File: src/rtl/core/mfr_pkg.sv
`timescale 1ns / 1ps
// ----------------------------------------------------------------------------
// Mesh frame reassembler package
// Byte codes, frame layout constants and shared types of the reassembler.
// ----------------------------------------------------------------------------
package mfr_pkg;

  localparam logic [7:0] SYNC_BYTE = 8'hFE;
  localparam logic [7:0] CMD_BYTE  = 8'h80;
  localparam logic [7:0] AREA_ID   = 8'h01;
  localparam logic [7:0] TAIL_BYTE = 8'hAA;

  // Frame position of the first fragment byte (the sync byte is position 0).
  localparam int unsigned DATA_START = 7;
  // Upstream header: sync, command, sync, area, node.
  localparam int unsigned HEAD_LEN   = 5;

  typedef enum logic [2:0] {
    EM_IDLE,
    EM_HEAD,
    EM_READ,
    EM_DATA,
    EM_SUM,
    EM_TAIL
  } emit_state_e;

  // Request from the parser to send the message of one node.
  typedef struct packed {
    logic       start;
    logic [7:0] node;
  } emit_req_t;

  function automatic logic [7:0] head_byte(input logic [2:0] idx, input logic [7:0] node);
    logic [7:0] res;
    unique case (idx)
      3'd0:    res = SYNC_BYTE;
      3'd1:    res = CMD_BYTE;
      3'd2:    res = SYNC_BYTE;
      3'd3:    res = AREA_ID;
      default: res = node;
    endcase
    return res;
  endfunction

endpackage

File: src/rtl/core/mfr_if.sv
`timescale 1ns / 1ps
// ----------------------------------------------------------------------------
// Mesh frame reassembler channels
// Valid/ready byte channels for received bytes and upstream frame bytes.
// ----------------------------------------------------------------------------
interface mfr_rx_if;
  logic       valid;
  logic       ready;
  logic [7:0] rx_byte;

  modport source (output valid, output rx_byte, input ready);
  modport sink (input valid, input rx_byte, output ready);
endinterface

interface mfr_tx_if;
  logic       valid;
  logic       ready;
  logic [7:0] tx_byte;
  logic       tx_last;

  modport source (output valid, output tx_byte, output tx_last, input ready);
  modport sink (input valid, input tx_byte, input tx_last, output ready);
endinterface

File: src/rtl/core/mfr_ram.sv
`timescale 1ns / 1ps
// ----------------------------------------------------------------------------
// Generic RAM
// One write port and one read port with registered read data.
// ----------------------------------------------------------------------------
module mfr_ram #(
  parameter int unsigned WIDTH = 8,
  parameter int unsigned DEPTH = 96
) (
  input  logic                                    clk_i,
  input  logic                                    we_i,
  input  logic [(DEPTH > 1 ? $clog2(DEPTH) : 1)-1:0] waddr_i,
  input  logic [WIDTH-1:0]                        wdata_i,
  input  logic                                    re_i,
  input  logic [(DEPTH > 1 ? $clog2(DEPTH) : 1)-1:0] raddr_i,
  output logic [WIDTH-1:0]                        rdata_o
);

  logic [WIDTH-1:0] mem_q [DEPTH];
  logic [WIDTH-1:0] rdata_q;

  always_ff @(posedge clk_i) begin
    if (we_i) begin
      mem_q[waddr_i] <= wdata_i;
    end
    if (re_i) begin
      rdata_q <= mem_q[raddr_i];
    end
  end

  assign rdata_o = rdata_q;

endmodule

File: src/rtl/core/mfr_parser.sv
`timescale 1ns / 1ps
// ----------------------------------------------------------------------------
// Mesh frame parser
// Tracks the incoming frame, writes fragment bytes straight into the node
// store and keeps the per-node fill counts.
// ----------------------------------------------------------------------------
module mfr_parser import mfr_pkg::*; #(
  parameter int unsigned NODE_COUNT            = 4,
  parameter int unsigned FRAGMENT_BYTES        = 6,
  parameter int unsigned FRAGMENTS_PER_MESSAGE = 4,
  localparam int unsigned MSG_BYTES = FRAGMENT_BYTES * FRAGMENTS_PER_MESSAGE,
  localparam int unsigned DEPTH     = NODE_COUNT * MSG_BYTES,
  localparam int unsigned AW        = (DEPTH > 1) ? $clog2(DEPTH) : 1
) (
  input  logic          clk_i,
  input  logic          rst_ni,
  mfr_rx_if.sink        rx_i,
  input  logic          emit_busy_i,
  output emit_req_t     emit_req_o,
  output logic          we_o,
  output logic [AW-1:0] waddr_o,
  output logic [7:0]    wdata_o
);

  localparam int unsigned NODE_W = (NODE_COUNT > 1) ? $clog2(NODE_COUNT) : 1;
  localparam int unsigned FILL_W = $clog2(FRAGMENTS_PER_MESSAGE + 1);
  localparam logic [8:0] DATA_FIRST = 9'(DATA_START);
  localparam logic [8:0] CHECK_POS  = 9'(DATA_START + FRAGMENT_BYTES);
  localparam logic [8:0] MIN_FRAME  = 9'(DATA_START + FRAGMENT_BYTES + 1);

  logic              in_frame_q, in_frame_d;
  logic [8:0]        pos_q, pos_d;
  logic [8:0]        left_q, left_d;
  logic [8:0]        len_q, len_d;
  logic [7:0]        node_q, node_d;
  logic [7:0]        sum_q, sum_d;
  logic [7:0]        chk_q, chk_d;
  logic [FILL_W-1:0] fill_q [NODE_COUNT];
  logic [FILL_W-1:0] fill_d [NODE_COUNT];

  logic              accept;
  logic [8:0]        pos_inc;
  logic [8:0]        left_dec;
  logic [8:0]        ofs;
  logic              node_ok;
  logic [NODE_W-1:0] node_idx;
  logic [FILL_W-1:0] fill_inc;
  logic              in_data;

  assign rx_i.ready = !emit_busy_i;
  assign accept     = rx_i.valid && rx_i.ready;
  assign pos_inc    = pos_q + 9'd1;
  assign ofs        = pos_inc - DATA_FIRST;
  assign in_data    = (pos_inc >= DATA_FIRST) && (pos_inc < CHECK_POS);
  assign left_dec   = (left_q != 9'd0) ? left_q - 9'd1 : left_q;
  assign node_ok    = (node_d != 8'd0) && (node_d <= 8'(NODE_COUNT));
  assign node_idx   = NODE_W'(node_d - 8'd1);
  assign fill_inc   = fill_q[node_idx] + FILL_W'(1);

  // Fragment bytes go to the slot after the node's filled fragments. A frame
  // that later fails its checks leaves that slot unclaimed, so it is simply
  // overwritten by the next good frame.
  assign wdata_o = rx_i.rx_byte;
  assign waddr_o = AW'(node_idx * MSG_BYTES) + AW'(fill_q[node_idx] * FRAGMENT_BYTES)
                 + AW'(ofs);

  always_comb begin
    in_frame_d = in_frame_q;
    pos_d      = pos_q;
    left_d     = left_q;
    len_d      = len_q;
    node_d     = node_q;
    sum_d      = sum_q;
    chk_d      = chk_q;
    fill_d     = fill_q;
    we_o       = 1'b0;
    emit_req_o = '{start: 1'b0, node: node_q};
    if (accept) begin
      if (rx_i.rx_byte == SYNC_BYTE) begin
        in_frame_d = 1'b1;
        pos_d      = 9'd0;
        len_d      = 9'd0;
        left_d     = 9'd0;
        node_d     = 8'd0;
        sum_d      = 8'd0;
        chk_d      = 8'd0;
      end else if (in_frame_q) begin
        pos_d = pos_inc;
        if (pos_inc == 9'd2) begin
          len_d  = {1'b0, rx_i.rx_byte} + 9'd4;
          left_d = {1'b0, rx_i.rx_byte} + 9'd1;
        end else if (pos_inc != 9'd1) begin
          if (pos_inc == 9'd3) begin
            node_d = rx_i.rx_byte;
          end else if (in_data) begin
            sum_d = sum_q + rx_i.rx_byte;
            we_o  = node_ok;
          end else if (pos_inc == CHECK_POS) begin
            chk_d = rx_i.rx_byte;
          end
          left_d = left_dec;
          if (left_dec == 9'd0) begin
            in_frame_d = 1'b0;
            if ((len_q >= MIN_FRAME) && (chk_d == sum_q) && node_ok) begin
              if (fill_inc == FILL_W'(FRAGMENTS_PER_MESSAGE)) begin
                fill_d[node_idx] = '0;
                emit_req_o.start = 1'b1;
              end else begin
                fill_d[node_idx] = fill_inc;
              end
            end
          end
        end
      end
    end
  end

  always_ff @(posedge clk_i or negedge rst_ni) begin
    if (!rst_ni) begin
      in_frame_q <= 1'b0;
      pos_q      <= '0;
      left_q     <= '0;
      len_q      <= '0;
      node_q     <= '0;
      sum_q      <= '0;
      chk_q      <= '0;
      for (int i = 0; i < NODE_COUNT; i++) begin
        fill_q[i] <= '0;
      end
    end else begin
      in_frame_q <= in_frame_d;
      pos_q      <= pos_d;
      left_q     <= left_d;
      len_q      <= len_d;
      node_q     <= node_d;
      sum_q      <= sum_d;
      chk_q      <= chk_d;
      fill_q     <= fill_d;
    end
  end

endmodule

File: src/rtl/core/mfr_emitter.sv
`timescale 1ns / 1ps
// ----------------------------------------------------------------------------
// Upstream frame emitter
// Reads a node's message from the store and sends header, data, check byte
// and tail through a registered output stage.
// ----------------------------------------------------------------------------
module mfr_emitter import mfr_pkg::*; #(
  parameter int unsigned NODE_COUNT            = 4,
  parameter int unsigned FRAGMENT_BYTES        = 6,
  parameter int unsigned FRAGMENTS_PER_MESSAGE = 4,
  localparam int unsigned MSG_BYTES = FRAGMENT_BYTES * FRAGMENTS_PER_MESSAGE,
  localparam int unsigned DEPTH     = NODE_COUNT * MSG_BYTES,
  localparam int unsigned AW        = (DEPTH > 1) ? $clog2(DEPTH) : 1
) (
  input  logic          clk_i,
  input  logic          rst_ni,
  input  emit_req_t     emit_req_i,
  output logic          busy_o,
  output logic          re_o,
  output logic [AW-1:0] raddr_o,
  input  logic [7:0]    rdata_i,
  mfr_tx_if.source      tx_o
);

  localparam int unsigned CNT_MAX = (MSG_BYTES > HEAD_LEN) ? MSG_BYTES : HEAD_LEN;
  localparam int unsigned CNT_W   = $clog2(CNT_MAX);
  localparam logic [CNT_W-1:0] HEAD_END = CNT_W'(HEAD_LEN - 1);
  localparam logic [CNT_W-1:0] DATA_END = CNT_W'(MSG_BYTES - 1);

  emit_state_e      state_q, state_d;
  logic [CNT_W-1:0] cnt_q, cnt_d;
  logic [7:0]       node_q, node_d;
  logic [7:0]       sum_q, sum_d;
  logic             ov_q, ov_d;
  logic [7:0]       ob_q, ob_d;
  logic             ol_q, ol_d;
  logic             out_free;

  assign out_free = !ov_q || tx_o.ready;
  assign busy_o   = (state_q != EM_IDLE);
  assign raddr_o  = AW'((node_q - 8'd1) * MSG_BYTES) + AW'(cnt_q);
  assign re_o     = (state_q == EM_READ);

  always_comb begin
    state_d = state_q;
    unique case (state_q)
      EM_IDLE: if (emit_req_i.start) state_d = EM_HEAD;
      EM_HEAD: if (out_free && (cnt_q == HEAD_END)) state_d = EM_READ;
      EM_READ: state_d = EM_DATA;
      EM_DATA: begin
        if (out_free) state_d = (cnt_q == DATA_END) ? EM_SUM : EM_READ;
      end
      EM_SUM:  if (out_free) state_d = EM_TAIL;
      EM_TAIL: if (out_free) state_d = EM_IDLE;
      default: state_d = EM_IDLE;
    endcase
  end

  always_comb begin
    cnt_d  = cnt_q;
    node_d = node_q;
    sum_d  = sum_q;
    ov_d   = ov_q && !tx_o.ready;
    ob_d   = ob_q;
    ol_d   = ol_q;
    unique case (state_q)
      EM_IDLE: begin
        if (emit_req_i.start) begin
          cnt_d  = '0;
          node_d = emit_req_i.node;
          sum_d  = emit_req_i.node;
        end
      end
      EM_HEAD: begin
        if (out_free) begin
          ov_d  = 1'b1;
          ob_d  = head_byte(3'(cnt_q), node_q);
          ol_d  = 1'b0;
          cnt_d = (cnt_q == HEAD_END) ? '0 : cnt_q + CNT_W'(1);
        end
      end
      EM_READ: begin
      end
      EM_DATA: begin
        if (out_free) begin
          ov_d = 1'b1;
          ob_d = rdata_i;
          ol_d = 1'b0;
          // The check byte covers every data byte but the last one.
          if (cnt_q != DATA_END) begin
            sum_d = sum_q + rdata_i;
            cnt_d = cnt_q + CNT_W'(1);
          end
        end
      end
      EM_SUM: begin
        if (out_free) begin
          ov_d = 1'b1;
          ob_d = sum_q;
          ol_d = 1'b0;
        end
      end
      EM_TAIL: begin
        if (out_free) begin
          ov_d = 1'b1;
          ob_d = TAIL_BYTE;
          ol_d = 1'b1;
        end
      end
      default: begin
      end
    endcase
  end

  assign tx_o.valid   = ov_q;
  assign tx_o.tx_byte = ob_q;
  assign tx_o.tx_last = ol_q;

  always_ff @(posedge clk_i or negedge rst_ni) begin
    if (!rst_ni) begin
      state_q <= EM_IDLE;
      cnt_q   <= '0;
      ov_q    <= 1'b0;
    end else begin
      state_q <= state_d;
      cnt_q   <= cnt_d;
      ov_q    <= ov_d;
    end
  end

  always_ff @(posedge clk_i) begin
    node_q <= node_d;
    sum_q  <= sum_d;
    ob_q   <= ob_d;
    ol_q   <= ol_d;
  end

endmodule

File: src/rtl/core/mesh_frame_reassembler.sv
`timescale 1ns / 1ps
// ----------------------------------------------------------------------------
// Mesh frame reassembler
// Collects data fragments from mesh link frames per source node and sends
// one upstream frame per node each time its message is complete.
// ----------------------------------------------------------------------------
// Received bytes arrive one beat at a time on rx_i; a beat is taken in the
// same cycle it is offered whenever no upstream frame is being read out, so
// the input runs at one byte per cycle. A 0xFE byte starts (or restarts) a
// frame; byte 2 plus four is the frame length, byte 3 the source node, and
// bytes 7 onward carry a fragment followed by its check byte. Fragment bytes
// are written directly into a single node store RAM (NODE_COUNT messages of
// FRAGMENT_BYTES * FRAGMENTS_PER_MESSAGE bytes); only the per-node fill counts
// live in flip-flops, so no clearing pass follows reset. When the last byte
// of a good frame completes a node's message, the input stalls while the
// emitter sends FE 80 FE 01 node, the message bytes, a check byte (node plus
// all message bytes but the last) and the tail AA on tx_o, with tx_last set
// on the tail beat. The store has a registered read, and each data byte is
// read in EM_READ just before EM_DATA loads it into the output register,
// and the emitter waits while tx_o applies back pressure. Reads never collide
// with writes because the parser only writes on accepted beats, and no beat
// is accepted while a frame is being read out.
// ----------------------------------------------------------------------------
module mesh_frame_reassembler import mfr_pkg::*; #(
  parameter int unsigned NODE_COUNT            = 4,
  parameter int unsigned FRAGMENT_BYTES        = 6,
  parameter int unsigned FRAGMENTS_PER_MESSAGE = 4
) (
  input  logic     clk_i,
  input  logic     rst_ni,
  mfr_rx_if.sink   rx_i,
  mfr_tx_if.source tx_o
);

  localparam int unsigned MSG_BYTES = FRAGMENT_BYTES * FRAGMENTS_PER_MESSAGE;
  localparam int unsigned DEPTH     = NODE_COUNT * MSG_BYTES;
  localparam int unsigned AW        = (DEPTH > 1) ? $clog2(DEPTH) : 1;

  emit_req_t         emit_req;
  logic              emit_busy;
  logic              we;
  logic [AW-1:0]     waddr;
  logic [7:0]        wdata;
  logic              re;
  logic [AW-1:0]     raddr;
  logic [7:0]        rdata;

  // Frame parser: owns the write port of the node store.
  mfr_parser #(
    .NODE_COUNT            (NODE_COUNT),
    .FRAGMENT_BYTES        (FRAGMENT_BYTES),
    .FRAGMENTS_PER_MESSAGE (FRAGMENTS_PER_MESSAGE)
  ) u_parser (
    .clk_i       (clk_i),
    .rst_ni      (rst_ni),
    .rx_i        (rx_i),
    .emit_busy_i (emit_busy),
    .emit_req_o  (emit_req),
    .we_o        (we),
    .waddr_o     (waddr),
    .wdata_o     (wdata)
  );

  // Node store holding the partially collected messages.
  mfr_ram #(
    .WIDTH (8),
    .DEPTH (DEPTH)
  ) u_store (
    .clk_i   (clk_i),
    .we_i    (we),
    .waddr_i (waddr),
    .wdata_i (wdata),
    .re_i    (re),
    .raddr_i (raddr),
    .rdata_o (rdata)
  );

  // Upstream frame emitter: owns the read port of the node store.
  mfr_emitter #(
    .NODE_COUNT            (NODE_COUNT),
    .FRAGMENT_BYTES        (FRAGMENT_BYTES),
    .FRAGMENTS_PER_MESSAGE (FRAGMENTS_PER_MESSAGE)
  ) u_emitter (
    .clk_i      (clk_i),
    .rst_ni     (rst_ni),
    .emit_req_i (emit_req),
    .busy_o     (emit_busy),
    .re_o       (re),
    .raddr_o    (raddr),
    .rdata_i    (rdata),
    .tx_o       (tx_o)
  );

endmodule

File: src/flat_wrapper.sv
// flat-port wrapper written by rule: the top's interface ports become plain ports
module mesh_frame_reassembler_flat import mfr_pkg::*;
#(
  parameter int unsigned NODE_COUNT            = 4,
  parameter int unsigned FRAGMENT_BYTES        = 6,
  parameter int unsigned FRAGMENTS_PER_MESSAGE = 4
)
  (clk_i, rst_ni, rx_i_valid, rx_i_rx_byte, rx_i_ready, tx_o_valid, tx_o_tx_byte, tx_o_tx_last, tx_o_ready);
  mfr_rx_if rx_i_i ();
  mfr_tx_if tx_o_i ();
  input  logic clk_i;
  input  logic rst_ni;
  input wire logic [$bits(rx_i_i.valid)-1:0] rx_i_valid;
  input wire logic [$bits(rx_i_i.rx_byte)-1:0] rx_i_rx_byte;
  output wire logic [$bits(rx_i_i.ready)-1:0] rx_i_ready;
  output wire logic [$bits(tx_o_i.valid)-1:0] tx_o_valid;
  output wire logic [$bits(tx_o_i.tx_byte)-1:0] tx_o_tx_byte;
  output wire logic [$bits(tx_o_i.tx_last)-1:0] tx_o_tx_last;
  input wire logic [$bits(tx_o_i.ready)-1:0] tx_o_ready;
  assign rx_i_i.valid = rx_i_valid;
  assign rx_i_i.rx_byte = rx_i_rx_byte;
  assign rx_i_ready = rx_i_i.ready;
  assign tx_o_valid = tx_o_i.valid;
  assign tx_o_tx_byte = tx_o_i.tx_byte;
  assign tx_o_tx_last = tx_o_i.tx_last;
  assign tx_o_i.ready = tx_o_ready;
  mesh_frame_reassembler #(.NODE_COUNT(NODE_COUNT), .FRAGMENT_BYTES(FRAGMENT_BYTES), .FRAGMENTS_PER_MESSAGE(FRAGMENTS_PER_MESSAGE)) u_core (.clk_i(clk_i), .rst_ni(rst_ni), .rx_i(rx_i_i), .tx_o(tx_o_i));
endmodule
File: config.mk
export PLATFORM = sky130hd
export DESIGN_NAME = mesh_frame_reassembler_flat
export DESIGN_NICKNAME = d
export VERILOG_FILES = /design/src/rtl/core/mfr_pkg.sv /design/src/rtl/core/mfr_if.sv /design/src/rtl/core/mfr_ram.sv /design/src/rtl/core/mfr_parser.sv /design/src/rtl/core/mfr_emitter.sv /design/src/rtl/core/mesh_frame_reassembler.sv /design/src/flat_wrapper.sv
export SDC_FILE = /design/constraint.sdc
export NUM_CORES = 1
export LEC_CHECK = 0
export BUFFER_PORTS_ARGS = -buffer_cell sky130_fd_sc_hd__buf_2
export CORE_AREA = 2 2 252 254
export DETAILED_ROUTE_END_ITERATION = 8
export DIE_AREA = 0 0 254 256
export PLACE_DENSITY = 0.73
export SLEW_MARGIN = 20
export SYNTH_ARGS = -nofsm -noshare
export SYNTH_HDL_FRONTEND = slang
export SYNTH_HIERARCHICAL = 1
export SYNTH_SLANG_ARGS = --single-unit
File: constraint.sdc
create_clock -name clk_i -period 9 [get_ports clk_i]
set_input_delay 0.45 -clock clk_i [delete_from_list [all_inputs] [get_ports clk_i]]
set_output_delay 0.45 -clock clk_i [all_outputs]
set_load 0.02 [all_outputs]
==> results.ini <==
[run_status]
status=finished, final reports clean

[synthesis]
post_synth_main_area_contributors=sky130_fd_sc_hd__edfxtp_1, sky130_fd_sc_hd__mux4_2, sky130_fd_sc_hd__dfrtp_1
synthCells=2180
yosysMostFrequentCell=sky130_fd_sc_hd__edfxtp_1
unique_masters_post_synth=91
syn-cell-area_um2=37200
synth_top_area_frac=0.647
synth.largest_area_cell=sky130_fd_sc_hd__edfxtp_1
netlist_top_cells_count=sky130_fd_sc_hd__edfxtp_1, sky130_fd_sc_hd__mux4_2, sky130_fd_sc_hd__nor2_1
seq_area_frac_synth=0.695
postSynth.topFlopCell=sky130_fd_sc_hd__edfxtp_1
postSynthRegisterBits=873
postSynthAreaPerCell_um2=17.1
synth_edf_count=801
synth.yosys.warnings=6
synth-async-reset-ratio=0.0825
syn_nets=2248

[floorplanning]
fp.dieArea_um2=65000
floorplan_die_width_um=254
placeableCoreArea_um2=62400
fp.dieH_um=256
rows=92
floorplan.io_pins=23
floorplan.initialDensity=0.596

[worst_setup_path]
critical-path-slowest-cell=sky130_fd_sc_hd__nor2_1
regToRegStartpoint=u_core/u_parser/pos_q[0]
worst-setup-path-type=reg -> reg
rr_endpoint=u_core/u_store/mem_q[90][2]
end_kind=register
cp.arrival_ns=8.71
r2r.worst_path.cells=23
crit_path_cell_trace=ha_1, and3_4, or4_4, a22o_4, nor4_2, nand2_1, and2_1, ha_1, inv_1, mux4_1, ha_1, fa_1, inv_1, fa_1, inv_1, fa_1, a21o_1, a21oi_1, xnor2_1, xnor2_1, nor2b_1, nand3_1, nor2_1
critical_path.startpoint=u_core/u_parser/pos_q[0]
required_ns=9.26
critPathMaxStageDelay_ns=0.73
endpoint=u_core/u_store/mem_q[90][2]
r2r_setup_slack_ns=0.55
critical_path.startpoint_type=register
critPathMaxFanout=12

[route]
drc=0
dr_vias_cell=6.70
vias_after_detailed_routing=21100
postRouteWirelength_um=90600
drt_pass1_iterations=6
drt_iter0_markers=2655
drt-wirelength-per-cell_um=28.8
route.antenna.remaining_nets=0

[cts]
cts_max_level=3
clkTransAtPathRegs_ns=0.06
clock_tree_root_buffer_cell=sky130_fd_sc_hd__clkbuf_16
post_cts_sizing_count=0
clock_sinks=873
post_cts_hold_buffer_count=1
tritoncts=built
cts-root-to-sink-buffers=3
numCtsBuffers=88
clk_latency_ns=0.64
cts_setup_buffers=0

[sta]
finClkSkew_ns=0.0202
slew_viol_final=0
maxSlewHeadroom=0.247
final-setup-viol-count=0
max_freq_mhz=118
worst_slew_pin_slew_ns=1.13
min_period_over_period=0.939
min_clock_period_post_route_ns=8.45
timing.setup.tns_ns=0
setup_repair_after_global_routing_missed_its_margin=false
timing.final.hold_violations=0

[global_routing]
grt_start_max_net_pins=106
grt-ovfl-total=0
initial_antenna_violation_count=0
groute.usage.overall=0.283
global_route_wire_length_before_repair_um=135000
grt_pass1_vias=20800

[worst_hold_path]
hold_path_startpoint=tx_o_ready
min_path_type=in -> reg

[pwr]
power.density_cell_area_nw_per_um2=272
leakage_nw=13.5
post-layout-total-power_mw=11.2
peakVddDrop_mv=0.177

[placement]
port_buffers=22
place.gp.congestion=0.928
dpl_cell_area_um2=38200
placed_wire_length_estimate_um=56200

[layout]
final_core_utilization=0.658
fillers=4119
antenna_cells_inserted=0
num-nets-final=2304
final_layout_size_suffix_gt1_frac=0.187
finalInstanceArea_um2=41100
synthToLayoutAreaGrowth_pct=10.4

[job]
max_cap_viol_count=0

worst max-delay path: cells and delay by family, from the launching register on:
kind / cells / cell delay [ns]
simple gates: 8 / 3.36
fa+ha+maj: 6 / 2.48
buf+inv: 3 / 0.23
flops: 1 / 0.50
compound gates: 3 / 0.64
xor+xnor: 2 / 0.45
mux: 1 / 0.41
flip-flops by register name (all words and copies together), names as in the netlist, 9 cells and up:
signal	cells
u_core/u_parser/fill_q	12
u_core/u_parser/left_q	9
u_core/u_parser/pos_q	9
u_core/u_store/mem_q	768
layout by cell type (no fill, tap or decap), types with 19 or more instances in the layout:
master,instances
sky130_fd_sc_hd__ha_1,47
sky130_fd_sc_hd__a22oi_1,32
sky130_fd_sc_hd__a21oi_1,38
sky130_fd_sc_hd__xnor2_1,38
sky130_fd_sc_hd__o21ai_0,70
sky130_fd_sc_hd__inv_1,47
sky130_fd_sc_hd__mux4_2,180
sky130_fd_sc_hd__mux2i_1,57
sky130_fd_sc_hd__nand3_1,56
sky130_fd_sc_hd__nand2_1,119
sky130_fd_sc_hd__buf_4,61
sky130_fd_sc_hd__clkinv_2,19
sky130_fd_sc_hd__nor2_1,153
sky130_fd_sc_hd__edfxtp_1,801
sky130_fd_sc_hd__dfrtp_1,69
sky130_fd_sc_hd__clkbuf_16,90
sky130_fd_sc_hd__nor2b_1,24
sky130_fd_sc_hd__nor3_1,34
stage by stage:
step | std cells | hold WS [ns] | setup WS, ns
CTS | 3149 | 0.153 | 0.720
detailed placement | 2991 | 0.463 | 0.740
global placement | 2991 | 0.465 | 0.951
floorplan | 2180 | 0.154 | 1.90
finish | 3149 | 0.172 | 0.550
global route | 3149 | 0.181 | 0.211
area by class of cell:
class	count	area [um^2]	share of cell area
clock buffers	98	2280	0.0556
clock inverters	59	577	0.0140
inverters	49	189	0.00460
multi-input cells	1146	10500	0.256
flip-flops and latches	873	25900	0.630
well taps	846	1060	0.0258
repair buffers	78	593	0.0144
worst min path at each step:
stage	cells past startpoint	end	slack, ns
5_1_grt	3	u_core/u_emitter/tx_o.valid	0.18
3_3_place_gp	2	u_core/u_parser/len_q[5]	0.46
4_1_cts	3	u_core/u_emitter/tx_o.valid	0.15
2_1_floorplan	0	u_core/u_emitter/cnt_q[0]	0.15
6_report	3	u_core/u_emitter/tx_o.valid	0.17
3_5_place_dp	2	u_core/u_parser/len_q[5]	0.46
where the power goes:
group / total [mW] / switching [mW] / internal (mW)
clock: 3.63 / 1.52 / 2.11
combinational: 2.82 / 1.67 / 1.15
sequential: 4.70 / 0.164 / 4.53
total: 11.2 / 3.35 / 7.80
cell families (layout without fill, tap and decap cells):
group / after synthesis / in the layout / synth area share
compound gates: 305 / 305 / 0.0572
xor+xnor: 56 / 56 / 0.0132
fa+ha+maj: 56 / 56 / 0.0207
buf+inv: 161 / 284 / 0.0223
flops: 873 / 873 / 0.695
mux: 252 / 252 / 0.130
simple gates: 477 / 477 / 0.0612
per-layer routing:
layer | share of wire | global-route usage | vias up | wire, um
met4 | 0.039 | 0.101 | 0 | 3510
met2 | 0.48 | 0.436 | 1232 | 43100
li1 | - | - | 8776 | -
met3 | 0.093 | 0.0506 | 208 | 8420
met1 | 0.39 | 0.413 | 10900 | 35600
met5 | 0 | 0 | - | 0
Power figures use the tool's default switching activity.
